--- config.mk ---
export PLATFORM = sky130hd
export DESIGN_NAME = serial_day_to_calendar_date
export DESIGN_NICKNAME = d
export VERILOG_FILES = /design/src/rtl/sdcd_pkg.sv /design/src/rtl/sdcd_rom.sv /design/src/rtl/sdcd_seq.sv /design/src/rtl/sdcd_dp.sv /design/src/rtl/serial_day_to_calendar_date.sv
export SDC_FILE = /design/constraint.sdc
export NUM_CORES = 2
export LEC_CHECK = 0
export BUFFER_PORTS_ARGS = -buffer_cell sky130_fd_sc_hd__buf_2
export CAP_MARGIN = 25
export CELL_PAD_IN_SITES_DETAIL_PLACEMENT = 0
export CELL_PAD_IN_SITES_GLOBAL_PLACEMENT = 1
export CORE_MARGIN = 4
export CORE_UTILIZATION = 35
export DETAILED_ROUTE_END_ITERATION = 6
export PLACE_DENSITY_LB_ADDON = 0.1
export SLEW_MARGIN = 0
export SYNTH_ARGS = -nofsm -noshare
export SYNTH_HDL_FRONTEND = slang
export SYNTH_SLANG_ARGS = --single-unit
--- constraint.sdc ---
create_clock -name i_clk -period 25.2 [get_ports i_clk]
set_input_delay 1.26 -clock i_clk [delete_from_list [all_inputs] [get_ports i_clk]]
set_output_delay 1.26 -clock i_clk [all_outputs]
set_load 0.03 [all_outputs]
--- src/rtl/sdcd_pkg.sv ---
// Package of the serial day to calendar date converter: types, microcode codes,
// constants and small arithmetic helpers. Depends on nothing.
`timescale 1ns / 1ps

package sdcd_pkg;

    typedef struct packed {
        logic [21:0] day_count;
        logic [16:0] second_of_day;
    } t_item;

    typedef struct packed {
        logic [13:0] year;
        logic [3:0]  month;
        logic [4:0]  day_of_month;
        logic [4:0]  hour;
        logic [5:0]  minute;
        logic [5:0]  second;
    } t_result;

    // Datapath operations selected by a control word.
    typedef enum logic [3:0] {
        OP_NOP,
        OP_MULY,   // year product = day * reciprocal of 365.2425
        OP_YEST,   // year estimate from the product
        OP_REMA,   // rem = day - days of whole years, century of year-1
        OP_REMB,   // rem -= leap days before the year
        OP_YDEC,   // step year down
        OP_CENT,   // century of the current year
        OP_YADD,   // rem += length of year
        OP_YSUB,   // rem -= length of year, step year up
        OP_HOUR,   // hour quotient, month reset to January
        OP_MS1,    // seconds left after the hours
        OP_MS2,    // minute quotient
        OP_MS3,    // seconds left after the minutes
        OP_MSUB,   // rem -= month length, advance month
        OP_DONE    // capture result
    } t_op;

    // Jump conditions.
    typedef enum logic [1:0] {
        C_NONE,
        C_REM_POS,
        C_REM_FITS,
        C_MON_DONE
    } t_cond;

    typedef logic [3:0] t_addr;

    // Program labels.
    localparam t_addr ST_MULY  = 4'd0;
    localparam t_addr ST_YEST  = 4'd1;
    localparam t_addr ST_REMA  = 4'd2;
    localparam t_addr ST_REMB  = 4'd3;
    localparam t_addr ST_DOWN  = 4'd4;
    localparam t_addr ST_DCENT = 4'd5;
    localparam t_addr ST_DADD  = 4'd6;
    localparam t_addr ST_UCENT = 4'd7;
    localparam t_addr ST_UP    = 4'd8;
    localparam t_addr ST_HOUR  = 4'd9;
    localparam t_addr ST_MS1   = 4'd10;
    localparam t_addr ST_MS2   = 4'd11;
    localparam t_addr ST_MS3   = 4'd12;
    localparam t_addr ST_MON   = 4'd13;
    localparam t_addr ST_DONE  = 4'd14;

    // Control word: when cond holds, go to jmp and skip op; otherwise run op
    // and go to nxt.
    typedef struct packed {
        t_op   op;
        t_cond cond;
        t_addr jmp;
        t_addr nxt;
    } t_uword;

    typedef struct packed {
        logic load;
        logic exec;
        t_op  op;
    } t_ctl;

    typedef struct packed {
        logic rem_pos;
        logic rem_fits;
        logic mon_done;
    } t_flags;

    localparam logic [21:0] LAST_DAY    = 22'd2958464;
    localparam logic [16:0] LAST_SECOND = 17'd86399;
    localparam logic [13:0] BASE_YEAR   = 14'd1900;

    // floor(400 * 2^32 / 146097): estimate is exact or one low, loops fix it.
    localparam logic [23:0] RECIP_YEAR  = 24'd11759221;
    // ceil(2^19 / 100), exact for values below 16384.
    localparam logic [12:0] RECIP_CENT  = 13'd5243;
    // ceil(2^27 / 3600), exact below 86400.
    localparam logic [15:0] RECIP_HOUR  = 16'd37283;
    // ceil(2^20 / 60), exact below 3600.
    localparam logic [14:0] RECIP_MIN   = 15'd17477;
    // 365 * 1900 + leap days before 1900 (460).
    localparam logic [24:0] REM_BIAS    = 25'd693960;

    function automatic logic [7:0] cent_of(input logic [13:0] v);
        logic [26:0] p;
        p = 27'(v) * 27'(RECIP_CENT);
        return p[26:19];
    endfunction

    function automatic logic leap_of(input logic [13:0] y, input logic [7:0] c);
        logic [13:0] r;
        r = y - {6'b0, c} * 14'd100;
        return ((r != 14'd0) && (y[1:0] == 2'd0)) || ((r == 14'd0) && (c[1:0] == 2'd0));
    endfunction

    // Leap days in years 1..v, given c = v / 100.
    function automatic logic [13:0] leap_cnt(input logic [13:0] v, input logic [7:0] c);
        return {2'b0, v[13:2]} - {6'b0, c} + {8'b0, c[7:2]};
    endfunction

    function automatic logic [4:0] month_len(input logic [3:0] mon, input logic leap);
        logic [4:0] len;
        case (mon) inside
            4'd4, 4'd6, 4'd9, 4'd11: len = 5'd30;
            4'd2:                    len = leap ? 5'd29 : 5'd28;
            default:                 len = 5'd31;
        endcase
        return len;
    endfunction

endpackage

--- src/rtl/sdcd_rom.sv ---
// Microcode store of the calendar converter: one control word per step.
// Depends on sdcd_pkg.
`timescale 1ns / 1ps

module sdcd_rom (
    input  sdcd_pkg::t_addr  i_addr,
    output sdcd_pkg::t_uword o_word
);
    import sdcd_pkg::*;

    always_comb begin
        case (i_addr)
            ST_MULY:  o_word = '{OP_MULY, C_NONE,     ST_MULY,  ST_YEST};
            ST_YEST:  o_word = '{OP_YEST, C_NONE,     ST_YEST,  ST_REMA};
            ST_REMA:  o_word = '{OP_REMA, C_NONE,     ST_REMA,  ST_REMB};
            ST_REMB:  o_word = '{OP_REMB, C_NONE,     ST_REMB,  ST_DOWN};
            // year too high: step down until rem is positive
            ST_DOWN:  o_word = '{OP_YDEC, C_REM_POS,  ST_UCENT, ST_DCENT};
            ST_DCENT: o_word = '{OP_CENT, C_NONE,     ST_DCENT, ST_DADD};
            ST_DADD:  o_word = '{OP_YADD, C_NONE,     ST_DADD,  ST_DOWN};
            // year too low: step up until rem fits the year
            ST_UCENT: o_word = '{OP_CENT, C_NONE,     ST_UCENT, ST_UP};
            ST_UP:    o_word = '{OP_YSUB, C_REM_FITS, ST_HOUR,  ST_UCENT};
            ST_HOUR:  o_word = '{OP_HOUR, C_NONE,     ST_HOUR,  ST_MS1};
            ST_MS1:   o_word = '{OP_MS1,  C_NONE,     ST_MS1,   ST_MS2};
            ST_MS2:   o_word = '{OP_MS2,  C_NONE,     ST_MS2,   ST_MS3};
            ST_MS3:   o_word = '{OP_MS3,  C_NONE,     ST_MS3,   ST_MON};
            ST_MON:   o_word = '{OP_MSUB, C_MON_DONE, ST_DONE,  ST_MON};
            ST_DONE:  o_word = '{OP_DONE, C_NONE,     ST_DONE,  ST_MULY};
            default:  o_word = '{OP_NOP,  C_NONE,     ST_MULY,  ST_MULY};
        endcase
    end

endmodule

--- src/rtl/sdcd_seq.sv ---
// Step counter and jump logic of the calendar converter.
// Depends on sdcd_pkg and sdcd_rom.
`timescale 1ns / 1ps

module sdcd_seq (
    input  logic              i_clk,
    input  logic              i_rst_n,
    input  logic              i_start,
    input  sdcd_pkg::t_flags  i_flags,
    output logic              o_busy,
    output sdcd_pkg::t_ctl    o_ctl
);
    import sdcd_pkg::*;

    logic   r_busy, n_busy;
    t_addr  r_pc, n_pc;
    t_uword word;
    logic   take;
    logic   accept;

    sdcd_rom u_rom (
        .i_addr (r_pc),
        .o_word (word)
    );

    assign accept = i_start && !r_busy;

    always_comb begin
        case (word.cond)
            C_REM_POS:  take = i_flags.rem_pos;
            C_REM_FITS: take = i_flags.rem_fits;
            C_MON_DONE: take = i_flags.mon_done;
            default:    take = 1'b0;
        endcase
    end

    always_comb begin
        n_busy = r_busy;
        n_pc   = r_pc;
        if (accept) begin
            n_busy = 1'b1;
            n_pc   = ST_MULY;
        end else if (r_busy) begin
            n_pc = take ? word.jmp : word.nxt;
            if (!take && (word.op == OP_DONE)) begin
                n_busy = 1'b0;
            end
        end
    end

    always_ff @(posedge i_clk) begin
        if (!i_rst_n) begin
            r_busy <= 1'b0;
            r_pc   <= ST_MULY;
        end else begin
            r_busy <= n_busy;
            r_pc   <= n_pc;
        end
    end

    assign o_busy     = r_busy;
    assign o_ctl.load = accept;
    assign o_ctl.exec = r_busy && !take;
    assign o_ctl.op   = word.op;

endmodule

--- src/rtl/sdcd_dp.sv ---
// Datapath of the calendar converter: year, remainder, month and time registers.
// Depends on sdcd_pkg.
`timescale 1ns / 1ps

module sdcd_dp (
    input  logic              i_clk,
    input  logic              i_rst_n,
    input  sdcd_pkg::t_ctl    i_ctl,
    input  sdcd_pkg::t_item   i_item,
    output sdcd_pkg::t_flags  o_flags,
    output sdcd_pkg::t_result o_result,
    output logic              o_valid
);
    import sdcd_pkg::*;

    logic [21:0] r_day;
    logic [16:0] r_sec;
    logic [45:0] r_prod;
    logic [13:0] r_year;
    logic [7:0]  r_cent;
    logic [24:0] r_rem;
    logic [3:0]  r_mon;
    logic [4:0]  r_hour;
    logic [5:0]  r_min;
    t_result     r_res;
    logic        r_valid;

    logic        leap;
    logic [8:0]  ylen;
    logic [4:0]  mlen;
    logic [13:0] prev_year;
    logic [7:0]  cent_in;
    logic [32:0] hour_prod;
    logic [26:0] min_prod;

    assign leap      = leap_of(r_year, r_cent);
    assign ylen      = 9'd365 + {8'b0, leap};
    assign mlen      = month_len(r_mon, leap);
    assign prev_year = r_year - 14'd1;
    assign cent_in   = cent_of((i_ctl.op == OP_REMA) ? prev_year : r_year);
    assign hour_prod = 33'(r_sec) * 33'(RECIP_HOUR);
    assign min_prod  = 27'(r_sec[11:0]) * 27'(RECIP_MIN);

    assign o_flags.rem_pos  = !r_rem[24] && (r_rem != 25'd0);
    assign o_flags.rem_fits = $signed(r_rem) <= $signed({16'b0, ylen});
    assign o_flags.mon_done = (r_mon == 4'd12) || ($signed(r_rem) <= $signed({20'b0, mlen}));

    always_ff @(posedge i_clk) begin
        if (i_ctl.load) begin
            r_day <= (i_item.day_count > LAST_DAY) ? LAST_DAY : i_item.day_count;
            r_sec <= (i_item.second_of_day > LAST_SECOND) ? LAST_SECOND
                                                          : i_item.second_of_day;
        end else if (i_ctl.exec) begin
            case (i_ctl.op)
                OP_MULY: r_prod <= 46'(r_day) * 46'(RECIP_YEAR);
                OP_YEST: r_year <= r_prod[45:32] + BASE_YEAR;
                OP_REMA: begin
                    r_rem  <= 25'(r_day) + REM_BIAS - 25'(r_year) * 25'd365;
                    r_cent <= cent_in;
                end
                OP_REMB: r_rem  <= r_rem - 25'(leap_cnt(prev_year, r_cent));
                OP_YDEC: r_year <= prev_year;
                OP_CENT: r_cent <= cent_in;
                OP_YADD: r_rem  <= r_rem + 25'(ylen);
                OP_YSUB: begin
                    r_rem  <= r_rem - 25'(ylen);
                    r_year <= r_year + 14'd1;
                end
                OP_HOUR: begin
                    r_hour <= hour_prod[31:27];
                    r_mon  <= 4'd1;
                end
                OP_MS1:  r_sec <= r_sec - 17'(r_hour) * 17'd3600;
                OP_MS2:  r_min <= min_prod[25:20];
                OP_MS3:  r_sec <= r_sec - 17'(r_min) * 17'd60;
                OP_MSUB: begin
                    r_rem <= r_rem - 25'(mlen);
                    r_mon <= r_mon + 4'd1;
                end
                OP_DONE: begin
                    r_res.year         <= r_year;
                    r_res.month        <= r_mon;
                    r_res.day_of_month <= r_rem[4:0];
                    r_res.hour         <= r_hour;
                    r_res.minute       <= r_min;
                    r_res.second       <= r_sec[5:0];
                end
                default: ;
            endcase
        end
    end

    // Strobe for one cycle after the capture step.
    always_ff @(posedge i_clk) begin
        if (!i_rst_n) begin
            r_valid <= 1'b0;
        end else begin
            r_valid <= i_ctl.exec && (i_ctl.op == OP_DONE);
        end
    end

    assign o_result = r_res;
    assign o_valid  = r_valid;

endmodule

--- src/rtl/serial_day_to_calendar_date.sv ---
// Top level of the serial day to calendar date converter.
// Depends on sdcd_pkg, sdcd_seq (with sdcd_rom) and sdcd_dp.
//
//  channel  | ports                 | handshake
//  ---------+-----------------------+-------------------------------------------
//  input    | i_item (t_item)       | transaction taken when start high, busy low
//  result   | o_result (t_result)   | o_valid high for one cycle, never stalled
//
// A microcoded sequencer runs a 15-word program over one shared datapath.
// Busy time per transaction grows with each downward year step, each upward year
// step and each month walked; the year correction and month walk loops set it.
// The result strobe rises at the edge that drops busy, and the next transaction
// may be taken in that same cycle.
// Reset (i_rst_n low, synchronous) clears busy, the step counter and the strobe.
// The receiver cannot stall; each result shows for exactly one cycle.
`timescale 1ns / 1ps

module serial_day_to_calendar_date (
    input  logic              i_clk,
    input  logic              i_rst_n,
    input  logic              start,
    output logic              busy,
    input  sdcd_pkg::t_item   i_item,
    output logic              o_valid,
    output sdcd_pkg::t_result o_result
);
    import sdcd_pkg::*;

    t_ctl   ctl;
    t_flags flags;

    // Sequencer: holds the step counter, picks the next word, drives the ops.
    sdcd_seq u_seq (
        .i_clk   (i_clk),
        .i_rst_n (i_rst_n),
        .i_start (start),
        .i_flags (flags),
        .o_busy  (busy),
        .o_ctl   (ctl)
    );

    // Datapath: load the saturated item, estimate and correct the year,
    // split the seconds, walk the months, capture the result.
    sdcd_dp u_dp (
        .i_clk    (i_clk),
        .i_rst_n  (i_rst_n),
        .i_ctl    (ctl),
        .i_item   (i_item),
        .o_flags  (flags),
        .o_result (o_result),
        .o_valid  (o_valid)
    );

endmodule

==> flow_metrics.env <==
export IMPL_rsz0062_at_grt="false"
export IMPL_yosys_area_top_type="ha_1"
export IMPL_final_fill_count=9618
export IMPL_gp_congestion=0.863
export IMPL_cp_start_kind="flip-flop"
export IMPL_wl_um=90700
export IMPL_outcome="finished clean"
export IMPL_cts_max_path_buffers=2
export IMPL_n_antenna_cell=0
export IMPL_maxSlewHeadroom_pct=26.2
export IMPL_synth_distinct_cells=89
export IMPL_final_util_pct=38.1
export IMPL_cts_tree="yes"
export IMPL_final_nets=4631
export IMPL_final_hold_viol_count=0
export IMPL_avgSynthCellArea_um2=10.1
export IMPL_ys_flop_type="edfxtp_1"
export IMPL_vias_per_cell=4.92
export IMPL_setup_tns_ps=0
export IMPL_vias=23100
export IMPL_drive_above_1_share_pct=5.45
export IMPL_numCtsBuffers=17
export IMPL_synth_edf_count=155
export IMPL_cts_resized=0
export IMPL_cts_hold_buf=0
export IMPL_slowest_delay_ps=480
export IMPL_min_period_ps=8360
export IMPL_die_area_um2=101000
export IMPL_synth_common_cells="ha_1 (723), inv_1 (701), fa_1 (447)"
export IMPL_drt_iter0_markers=1066
export IMPL_num_io_pins=84
export IMPL_yosysMostFrequentCell="ha_1"
export IMPL_drc=0
export IMPL_critPathArrivalTime_ps=8580
export IMPL_fin_crit_sh_pct=33.2
export IMPL_crit_top_cell="o21ai_0"
export IMPL_core_area_um2=95000
export IMPL_root_buffer="clkbuf_16"
export IMPL_grt_max_degree=40
export IMPL_maxCapViolations=0
export IMPL_synth_top_area_share_pct=27.0
export IMPL_htreeDepth=4
export IMPL_die_x_um=318
export IMPL_grt_pass1_wl_um=146000
export IMPL_cp_end_kind="flip-flop"
export IMPL_finalMaxSlewViolations=0
export IMPL_antenna_found_initial=0
export IMPL_finalSetupViolCount=0
export IMPL_path_clk_slew_ps=80
export IMPL_finClkSkew_ps=28.5
export IMPL_grt_pass1_vias=25200
export IMPL_portBuffers=83
export IMPL_path_max_fanout=5
export IMPL_die_y_um=318
export IMPL_seq_area_um2=5030
export IMPL_worst_pin_slew_ps=1100
export IMPL_drtPass1Iterations=7
export IMPL_min_path_type="reg2reg"
export IMPL_required_ps=25430
export IMPL_postSynthNetCount=4535
export IMPL_syn_area_um2=33500
export IMPL_clock_sinks=174
export IMPL_seq_area_frac_synth_pct=15.0
export IMPL_post_cts_repair_setup_buffers=0
export IMPL_overflow=0
export IMPL_postSynthCellCount=3323
export IMPL_slowest_stage="o41ai_1"
export IMPL_ant_nets=0
export IMPL_start_util_pct=35.3
export IMPL_synthArstFlopShare_pct=0
export IMPL_area_growth_pct=8.02
export IMPL_synth_ff_latch_count=174
export IMPL_yosysWarnings=0
export IMPL_gr_usage_all_layers_pct=18.6
export IMPL_clk_latency_ps=510
export IMPL_multiInputGateArea_um2=25700
export IMPL_synthTopCellsByArea="ha_1 (27%), fa_1 (27%), edfxtp_1 (14%), inv_1 (7.8%), xnor2_1 (3.2%)"
export IMPL_num_rows=113
export IMPL_routedWlPerCell_um=19.3
export IMPL_dp_hpwl_um=78900
export IMPL_critPathKind="reg2reg"
export IMPL_fmaxAchievable_mhz=120
==> flip-flops by register name, summed over array words and instances (netlist names), 4 cells and up <==
register and cells:
u_dp.r_day 22, u_dp.r_cent 8, u_dp.r_hour 5, u_dp.r_prod 14, u_dp.r_mon 4, u_seq.r_pc 4
u_dp.o_result 40, u_dp.r_sec 17, u_dp.r_min 6, u_dp.r_rem 25, u_seq.u_rom.o_word 13, u_dp.r_year 14
==> cell type report <==
class | count | area share [%]
clock buffer | 17 | 1.17
clock inverter | 15 | 0.408
inverter | 705 | 7.31
multi-input combinational | 2408 | 71.0
sequential | 174 | 13.9
tap | 1265 | 4.37
timing repair buffer | 113 | 1.79
==> worst max-delay path, delay by kind of cell, from the launching register on <==
family                     cells  cell delay, ps
AOI/OAI and AO/OA             17            4270
xor gates and xnor gates       3             440
adders and majority gates      7            2410
buffers and inverters          2             150
DFF                            1             470
and+or+nand+nor                3             340
==> kinds of logic after synthesis <==
group | after synthesis | share of synthesized area [%]
and+or+nand+nor | 543 | 8.11
DFF | 174 | 15.0
adders and majority gates | 1170 | 53.7
buffers and inverters | 741 | 8.41
xor gates and xnor gates | 182 | 4.75
muxes | 12 | 0.369
AOI/OAI and AO/OA | 501 | 9.69
==> worst paths after layout <==
| check | start | endpoint | slack (ps) | depth (start not counted) |
|---|---|---|---|---|
| setup / recovery | u_dp.r_cent[2] | u_dp.r_rem[22] | 16840 | 32 |
| hold / removal | u_dp.r_rem[0] | u_dp.o_result[17] | 560 | 0 |
| setup reg to reg | u_dp.r_cent[2] | u_dp.r_rem[22] | 16840 | 32 |
| hold reg to reg | u_dp.r_rem[0] | u_dp.o_result[17] | 560 | 0 |
==> layer usage <==
| layer | wire (um) | global-route usage, % | vias up |
|---|---|---|---|
| li1 | - | - | 11300 |
| met1 | 43700 | 26.0 | 11400 |
| met2 | 42400 | 30.6 | 316 |
| met3 | 2270 | 2.07 | 87 |
| met4 | 2240 | 4.82 | 0 |
| met5 | 0 | 0 | - |
==> through the flow <==
step | hold slack [ps] | cell area (um^2) | instances | setup slack [ps]
after floorplan | 465 | 33500 | 3323 | 15270
after global placement | 544 | 35600 | 4663 | 16470
after detailed placement | 542 | 35600 | 4664 | 16830
after CTS | 567 | 36200 | 4696 | 16790
after global routing | 594 | 36200 | 4697 | 16170
final | 563 | 36200 | 4697 | 16840
==> cell usage in the layout, fill, tap and decap left out, types with 18 or more instances in the layout <==
| cell | netlist | layout |
|---|---|---|
| a21boi_0 | 24 | 24 |
| a21o_1 | 46 | 46 |
| a21oi_1 | 136 | 136 |
| and2_1 | 18 | 18 |
| buf_2 | 1 | 83 |
| buf_4 | 1 | 28 |
| dfxtp_1 | 19 | 19 |
| edfxtp_1 | 155 | 155 |
| fa_1 | 447 | 447 |
| ha_1 | 723 | 723 |
| inv_1 | 701 | 701 |
| nand2_1 | 126 | 126 |
| nand2b_1 | 29 | 29 |
| nand3_1 | 39 | 39 |
| nor2_1 | 136 | 135 |
| nor2b_1 | 42 | 42 |
| nor3_1 | 51 | 48 |
| nor4_1 | 21 | 18 |
| o21a_1 | 26 | 26 |
| o21ai_0 | 123 | 123 |
| xnor2_1 | 122 | 122 |
| xor2_1 | 60 | 60 |
Power is not shown: default switching activity piles up to over one toggle a cycle in this logic, so the estimate is an artifact.
